`config.mk`:
```
export PLATFORM = sky130hd
export DESIGN_NAME = bmhq_ctrl
export DESIGN_NICKNAME = d
export VERILOG_FILES = /design/src/hdl/bmhq_pkg.sv /design/src/hdl/bmhq_ctrl.sv
export SDC_FILE = /design/constraint.sdc
export NUM_CORES = 1
export LEC_CHECK = 0
export BUFFER_PORTS_ARGS = -buffer_cell sky130_fd_sc_hd__buf_2
export CORE_AREA = 2 2 39 41
export CTS_BUF_LIST = sky130_fd_sc_hd__clkbuf_8
export CTS_CLUSTER_DIAMETER = 80
export DETAILED_ROUTE_END_ITERATION = 10
export DIE_AREA = 0 0 41 43
export PLACE_DENSITY_LB_ADDON = 0.2
export SYNTH_ARGS = -nofsm -noshare
export SYNTH_HDL_FRONTEND = slang
export SYNTH_SLANG_ARGS = --single-unit
```
`constraint.sdc`:
```
create_clock -name clk -period 1.22 [get_ports clk]
set_clock_uncertainty 0.1 [all_clocks]
set_input_delay 0.366 -clock clk [delete_from_list [all_inputs] [get_ports clk]]
set_output_delay 0.366 -clock clk [all_outputs]
set_load 0.05 [all_outputs]
```
`src/hdl/bmhq_pkg.sv`:
```
package bmhq_pkg;

  localparam int DEPTH    = 1024;
  localparam int TAG_BITS = 16;

  localparam int KEY_W    = 64;
  localparam int TAG_W    = 16;
  localparam int STS_W    = 2;
  localparam int OCC_W    = 11;

  localparam int TAG_KEEP = (TAG_BITS < TAG_W) ? TAG_BITS : TAG_W;
  localparam int ADDR_W   = $clog2(DEPTH);
  localparam int CNT_W    = $clog2(DEPTH + 1);
  localparam int POS_W    = $clog2(2 * DEPTH + 2);

  localparam logic KIND_PUSH = 1'b0;
  localparam logic KIND_POP  = 1'b1;

  typedef enum logic [STS_W-1:0] {
    ST_OK    = 2'd0,
    ST_EMPTY = 2'd1,
    ST_FULL  = 2'd2
  } status_t;

  typedef enum logic [2:0] {
    S_IDLE,
    S_PUSH,
    S_POP_LOAD,
    S_POP,
    S_DONE
  } state_t;

  typedef struct packed {
    logic signed [KEY_W-1:0] key;
    logic [TAG_KEEP-1:0]     tag;
  } entry_t;

  typedef struct packed {
    logic accept;
    logic push_step;
    logic pop_load;
    logic pop_step;
    logic out_load;
  } cmd_t;

  typedef struct packed {
    logic is_pop;
    logic full;
    logic empty;
    logic push_done;
    logic pop_done;
    logic out_free;
  } sts_t;

  // even tag wins a tie on equal keys
  function automatic logic precedes(input logic signed [KEY_W-1:0] ka,
                                    input logic ta_lsb,
                                    input logic signed [KEY_W-1:0] kb);
    return (ka == kb) ? !ta_lsb : (ka < kb);
  endfunction

endpackage

```
`src/hdl/bmhq_ctrl.sv`:
```
module bmhq_ctrl (
  input  logic            clk,
  input  logic            rst,
  input  logic            req_valid,
  output logic            req_ready,
  input  bmhq_pkg::sts_t  sts,
  output bmhq_pkg::cmd_t  cmd
);

  bmhq_pkg::state_t state, state_next;

  always_ff @(posedge clk) begin
    if (rst) begin
      state <= bmhq_pkg::S_IDLE;
    end else begin
      state <= state_next;
    end
  end

  always_comb begin
    state_next = state;
    case (state)
      bmhq_pkg::S_IDLE: begin
        if (req_valid) begin
          if ((sts.is_pop && sts.empty) || (!sts.is_pop && sts.full)) begin
            state_next = bmhq_pkg::S_DONE;
          end else if (sts.is_pop) begin
            state_next = bmhq_pkg::S_POP_LOAD;
          end else begin
            state_next = bmhq_pkg::S_PUSH;
          end
        end
      end
      bmhq_pkg::S_PUSH: begin
        if (sts.push_done) state_next = bmhq_pkg::S_DONE;
      end
      bmhq_pkg::S_POP_LOAD: begin
        state_next = bmhq_pkg::S_POP;
      end
      bmhq_pkg::S_POP: begin
        if (sts.pop_done) state_next = bmhq_pkg::S_DONE;
      end
      bmhq_pkg::S_DONE: begin
        if (sts.out_free) state_next = bmhq_pkg::S_IDLE;
      end
      default: begin
        state_next = bmhq_pkg::S_IDLE;
      end
    endcase
  end

  always_comb begin
    cmd       = '0;
    req_ready = 1'b0;
    case (state)
      bmhq_pkg::S_IDLE: begin
        req_ready  = 1'b1;
        cmd.accept = req_valid;
      end
      bmhq_pkg::S_PUSH: begin
        cmd.push_step = 1'b1;
      end
      bmhq_pkg::S_POP_LOAD: begin
        cmd.pop_load = 1'b1;
      end
      bmhq_pkg::S_POP: begin
        cmd.pop_step = 1'b1;
      end
      bmhq_pkg::S_DONE: begin
        cmd.out_load = sts.out_free;
      end
      default: begin
        cmd = '0;
      end
    endcase
  end

endmodule

```
After elaboration in Yosys (flattened, before gate mapping). Index checks and enable logic that the tools add are counted. W data, S select, Z words.

Register bits: 3. Bits of input ports: 9. Output and inout port bits: 6. Word-level logic and storage cells: 28.

Eq/ne operators: 8. Muxes and demuxes: 13. Reductions and logical operators: 6.

Operators by type and width (count): $mux W3 (5); $pmux W3 S5 (1); $ne A2 B2 Y1 const B (4); $eq A3 B2 Y1 const B (2); $mux W1 (6); $reduce_and A4 Y1 (1); $eq A3 B1 Y1 const B (1); $eq A3 B3 Y1 const B (1); $logic_not A3 Y1 (1); $logic_and A1 B1 Y1 (2); $mux W2 (1); $logic_not A1 Y1 (1); $logic_or A1 B1 Y1 (1).

Longest topological paths before layout. Gate-level depths: netlist (run 1).

Depth after elaboration: 6. Depth in mapped cells: 4. Depth with buffers taken out: 3.

Worst setup path before layout (run 1). Ideal clock, no wire load.

Kind: register to output. Start: register state[1]. End: output port cmd[4] (netlist name). Data arrival time: 2.167 ns. Data required time: 0.754 ns. Setup slack: -1.413 ns. Stages on the path, launching flop included: 4. Buffers on the path: 1. Path through: dfxtp_1 -> clkbuf_8 -> nor3_1 -> and2_1.

RTL lines: start: declaration (RTL line bmhq_ctrl.sv:10) `bmhq_pkg::state_t state, state_next;`; start signal: assignment (RTL line bmhq_ctrl.sv:14) `state <= bmhq_pkg::S_IDLE;`; start signal: assignment (RTL line bmhq_ctrl.sv:16) `state <= state_next;`; end: declaration (RTL line bmhq_ctrl.sv:7) `output bmhq_pkg::cmd_t cmd`.

==> results of run 1 <==
[metal layers]
metal  part of all wire, %  global-route usage (%)  wire length, um
met1                    46                   13.55              354
met2                    49                   15.00              377
met3                   5.8                   1.571               45
met4                     0                   8.000                0
met5                     0                       0                0
[area by class of cell]
class	instances	area, um^2
clock buffer	3	41.29
clock inverter	1	3.754
fill	149	755.7
multi-input combinational	25	264.0
sequential	3	71.32
tap	16	20.02
timing repair buffer	27	227.7
[critical path, delay by kind of cell, from the launching register on]
kind          cells  cell delay [ns]
flops             1             0.36
buf+inv           1             0.14
simple gates      2             0.36
[metrics by stage]
stage / hold WS (ns) / setup TNS (ns) / utilization, % / std cells
6_report: 0.2976 / -1.843 / 45.39 / 75
5_1_grt: 0.3003 / -2.281 / 45.39 / 75
4_1_cts: 0.2618 / -1.825 / 40.60 / 74
3_5_place_dp: 0.4684 / -1.150 / 32.64 / 70
3_3_place_gp: 0.4637 / -1.146 / 32.64 / 70
2_1_floorplan: 0.3313 / -1.663 / - / 30
[how the worst max path moves through the flow]
stage              from  endpoint  slack (ns)
4_1_cts        state[2]    cmd[2]       -0.33
2_1_floorplan  state[1]    cmd[4]       -0.52
3_5_place_dp   state[2]    cmd[1]       -0.22
3_3_place_gp   state[2]    cmd[1]       -0.20
6_report       state[2]    cmd[1]       -0.32
5_1_grt        state[0]    cmd[2]       -0.36
[power groups by stage]
stage / sequential, mW / clock, mW / combinational [mW]
6_report: 0.123 / 0.273 / 0.277
5_1_grt: 0.125 / 0.290 / 0.293
4_1_cts: 0.122 / 0.281 / 0.246
3_5_place_dp: 0.126 / 0 / 0.211
3_3_place_gp: 0.125 / 0 / 0.213
2_1_floorplan: 0.121 / 0 / 0.139
[cells by family (layout without fill, tap and decap cells)]
| logic type | Yosys count | in the layout |
|---|---|---|
| buffers and inverters | 2 | 31 |
| flip-flops | 3 | 3 |
| AND/OR/NAND/NOR | 18 | 18 |
| AO/OA/AOI/OAI | 5 | 5 |
| multiplexers | 2 | 2 |
[synthesized netlist by cell type]
cell	instances	area share, %
mux2i_1	1	3.8
a311oi_1	1	3.3
buf_6	1	4.2
nor3b_1	1	2.8
dfxtp_1	3	23
nand3_1	1	1.9
mux2_2	1	4.2
nor3_1	3	5.6
nand2_1	2	2.8
a21oi_1	1	1.9
and2_1	3	7.0
nand3b_1	1	2.8
nor3_2	1	3.8
nor4_1	1	2.3
o21ai_0	1	1.9
nor4b_2	2	11
o31ai_1	1	2.8
nor2b_1	1	2.3
nor2_1	1	1.4
and2b_2	1	3.3
a211oi_1	1	2.8
clkbuf_8	1	5.2
[what timing repair did]
| item | 4_1_cts | 5_1_grt |
|---|---|---|
| buffers inserted | 1 | 3 |
| hold endpoints to repair | 0 | 0 |
| endpoints found under the setup margin | 8 | 9 |
| resized for setup | 19 | 12 |
| pin swaps | 4 | 11 |
==> run metrics, run 1 <==
most common cell after layout, fill and taps aside buf_4; Distinct cells, synth 22; Pwr per Cell Area 1072 nW/um^2; crit path max fanout 5; Hold Startpoint rst; synth warn 0; core area 1384 um^2; VDD IR max about 0.4 mV; Mapped Area 266.5 um^2; status finished, violations left; crit path cell chain and2b_2, and2_4, buf_8; Final Hold Fails 0; most frequent cells in the layout buf_4 (9), buf_2 (8), buf_6 (8), clkbuf_8 (3), dfxtp_4 (3); pre-CTS setup slack -0.2167 ns; Pwr Total 673.5 uW; Die X 41 um; initial antenna violation count 0; Comb pwr share about two fifths; layout cells sized above 1 about 81%; WL final 776 um; slowest CP cell dfxtp_4; critical path class flop to output port; die area between 1500 and 2000 um^2; FF-to-FF Start state[0]; Compound-Gate Fraction of Synth Area 12.68%; hpwl dp 596.8 um; Avg Vias per Cell between 4 and 5; Nets 69; reg2reg path depth 4; total number of vias 326; fin area approximately 630 um^2; Root Buffer Master clkbuf_8; H-tree levels 1; startpoint types flop; post-route setup slack -0.3208 ns; sw frac 31.82%; sw power 214.3 uW; Clock Latency Late Sink 0.21 ns; Initial Util 19.26%; most flop-heavy register state; Clk pin slew, worst setup/hold paths 0.03 ns; Final period util 126.3%; Post-DP Area ~450 um^2; Worst R2R End state[2]; Crit path arrival time 1.07 ns; Hold Path Class primary input to flop; Crit. End Element output port; register area share after synthesis 22.54%; flop-to-flop setup slack -0.12 ns; Final ANT Viol Nets 0; Post-Synth Adder-Cell Area 0%; XOR/XNOR share of the synthesized area 0%; CTS tree built; minimum clock period 1.541 ns; CP required 0.75 ns; Port Buffers 14; RSZ-0062 raised after global routing yes; Die Y approximately 43 um; first-pass GRT wire length 1255 um; Hold Path Sink state[0]; maxcap violations 0; Avg Cell Area, Syn 8.884 um^2; GRT overflow 0; Pins Over Slew Limit 0; Syn Nets 39; post-cts hold buffer count 0; GRT Util Overall about a tenth; WL per Instance 10.35 um; Antenna Cells 0; Sequential Power Share roughly 18%; DRC violations left 0; I/O pin count 15; LEAKAGE 0.2673 nW; #FFs+latches synth 3; hold depth 2; largest net degree at the start of global routing 8; largest family of logic cells by synthesized area simple AND/OR/NAND/NOR gates; Regs by FF count state: 3 flops; Initial DRC Count 2; clk buf depth 2; clock buffer count from CTS 3; post-synthesis mux area share under 10%; failing checks setup timing; vias in the first global route between 300 and 400; drt pass-1 iters 4; clk sinks 3; cell internal pwr 459.2 uW; CP peak stage delay approximately 0.36 ns; GPL Wtd Cong slightly below 0.7; clock power share 40.6%; final setup vio count 9; Worst Max-Slew Pin Slew 0.2913 ns; max FFs per register 3; simple logic cell fraction of the synthesized area 47.42%; cell count after synthesis 30; relative slew slack 80.41%; Max Fclk 649.0 MHz; row cnt 14; layout overhead on the synthesized area 135.7%
(Power assumes the default switching activity.)
==> inputs of run 2 (changes only) <==
SETUP_SLACK_MARGIN = 0.5   (was unset)
==> run 2 against run 1 <==
Against the previous run:
- the flow still finishes with violations (setup timing)
- sequential cell count did not move
- register-to-register slack improved by 0.08 ns
- sequential share of layout area fell by 0.54 points
- combinational power rose by 10%
- global-route usage rose by 0.49 points
- routed wire length rose by 11%
- final cell count rose by 2.7%
- non-clock buffer count rose by 2
- first-iteration DRC count did not move
- critical endpoint unchanged
==> run metrics, run 2 (synthesis results as in run 1) <==
status finished, violations left; failing checks setup timing; row cnt 14; GRT Util Overall 11.04%; first-pass GRT wire length 1324 um; Final ANT Viol Nets 0; Regs by FF count state: 3 flops; Worst Max-Slew Pin Slew 0.2451 ns; sw power 223.2 uW; clk buf depth 2; Worst R2R End state[2]; Hold Path Sink state[2]; die area 1763 um^2; Sequential Power Share 17.4%; sw frac around a third; most frequent cells in the layout buf_4 (11), buf_2 (8), buf_6 (6), buf_8 (4); Clk pin slew, worst setup/hold paths 0.03 ns; GPL Wtd Cong 0.7421; Final Core Density 47.65%; WHS ~0.29 ns; Initial Util about a fifth; flop-to-flop setup slack -0.04 ns; Root Buffer Master clkbuf_8; hpwl dp 599.7 um; CTS tree built; WL final 858 um; critical path class flop to output port; worst path bufs/invs 1; cell internal pwr 482.0 uW; Die X 41 um; Placed Instances 68; largest net degree at the start of global routing 8; VDD IR max between 0.3 and 0.4 mV; Pwr per Cell Area about 1100 nW/um^2; slowest CP cell dfxtp_4; Die Y 43 um; drt pass-1 iters 5; Crit. End Element output port; max FFs per register 3; clock buffer count from CTS 3; initial antenna violation count 0; relative slew slack 83.51%; most flop-heavy register state; DRC violations left 0; layout overhead on the synthesized area 147.4%; Comb pwr share 43.3%; Max Fclk 639.4 MHz; Crit path arrival time 1.10 ns; most common cell after layout, fill and taps aside buf_4; clk sinks 3; WL per Instance 11.14 um; Antenna Cells 0; Port Buffers 14; CP required 0.75 ns; final setup vio count 7; core area 1384 um^2; Final period util 128.2%; H-tree levels 1; LEAKAGE roughly 0.29 nW; Nets 71; Hold Startpoint rst; layout cells sized above 1 85.25%; hold depth 2; crit path cell chain and2b_2, and2_4, buf_8; Avg Vias per Cell 4.429; startpoint types flop; Hold Path Class primary input to flop; I/O pin count 15; Clock Latency Late Sink 0.21 ns; clock power share 39.2%; delay-heaviest family, CP flip-flops; Non-Filler Instances 77; total number of vias 341; vias in the first global route 325; CP peak stage delay around 0.37 ns; reg2reg path depth 4; GRT overflow 0; fillers 137; minimum clock period approximately 1.6 ns; post-cts hold buffer count 0; post-route setup slack -0.3440 ns; Final Hold Fails 0; RSZ-0062 raised after global routing yes; Pins Over Slew Limit 0; maxcap violations 0; FF-to-FF Start state[2]; crit path max fanout 5; Initial DRC Count 2
run 2: what timing repair did:
action                                 CTS  global route
endpoints found under the hold margin    0             0
resized for setup                       18            17
setup buffers                            0             5
setup endpoints to repair                9             9
pin swaps                                1            10
gates cloned                             0             0
run 2: final cells by class:
class                   instances  area (um^2)  share of cell area, %
flip-flops and latches          3        71.32                  10.82
multi-input cells              25        272.8                  41.37
well taps                      16        20.02                  3.036
clock buffers                   3        41.29                  6.262
repair buffers                 29        250.2                  37.95
clock inverters                 1        3.754                 0.5693
run 2: worst max path at each step:
stage	from	end	slack [ns]	cells after the start
after detailed placement	state[2]	cmd[1]	-0.21	3
final	state[2]	cmd[1]	-0.34	3
after global routing	state[2]	cmd[1]	-0.38	3
after floorplan	state[1]	cmd[4]	-0.52	3
after CTS	state[2]	cmd[1]	-0.35	3
after global placement	state[2]	cmd[1]	-0.20	3
run 2: metal layers:
| metal | track usage [%] | wire, um | up-vias |
|---|---|---|---|
| met1 | 12.54 | 348 | 157 |
| li1 | - | - | 173 |
| met2 | 17.50 | 471 | 11 |
| met3 | 1.571 | 38 | 0 |
| met5 | 0 | 0 | - |
| met4 | 8.000 | 0 | 0 |
run 2: power groups by stage:
stage,logic [mW],registers [mW],clock network (mW)
CTS,0.236,0.124,0.286
detailed placement,0.208,0.126,0
global placement,0.210,0.126,0
floorplan,0.140,0.121,0
finish,0.306,0.123,0.277
global route,0.324,0.125,0.303
run 2: through the flow:
stage               setup TNS [ns]  power, mW  worst slack, ns  cell area [um^2]
floorplan                   -1.662     0.2606          -0.5224             300.3
global placement            -1.067     0.3358          -0.2018             440.4
detailed placement          -1.048     0.3345          -0.2127             440.4
CTS                         -1.869     0.6457          -0.3456             536.8
global route                -2.215     0.7514          -0.3791             659.4
finish                      -1.833     0.7052          -0.3440             659.4
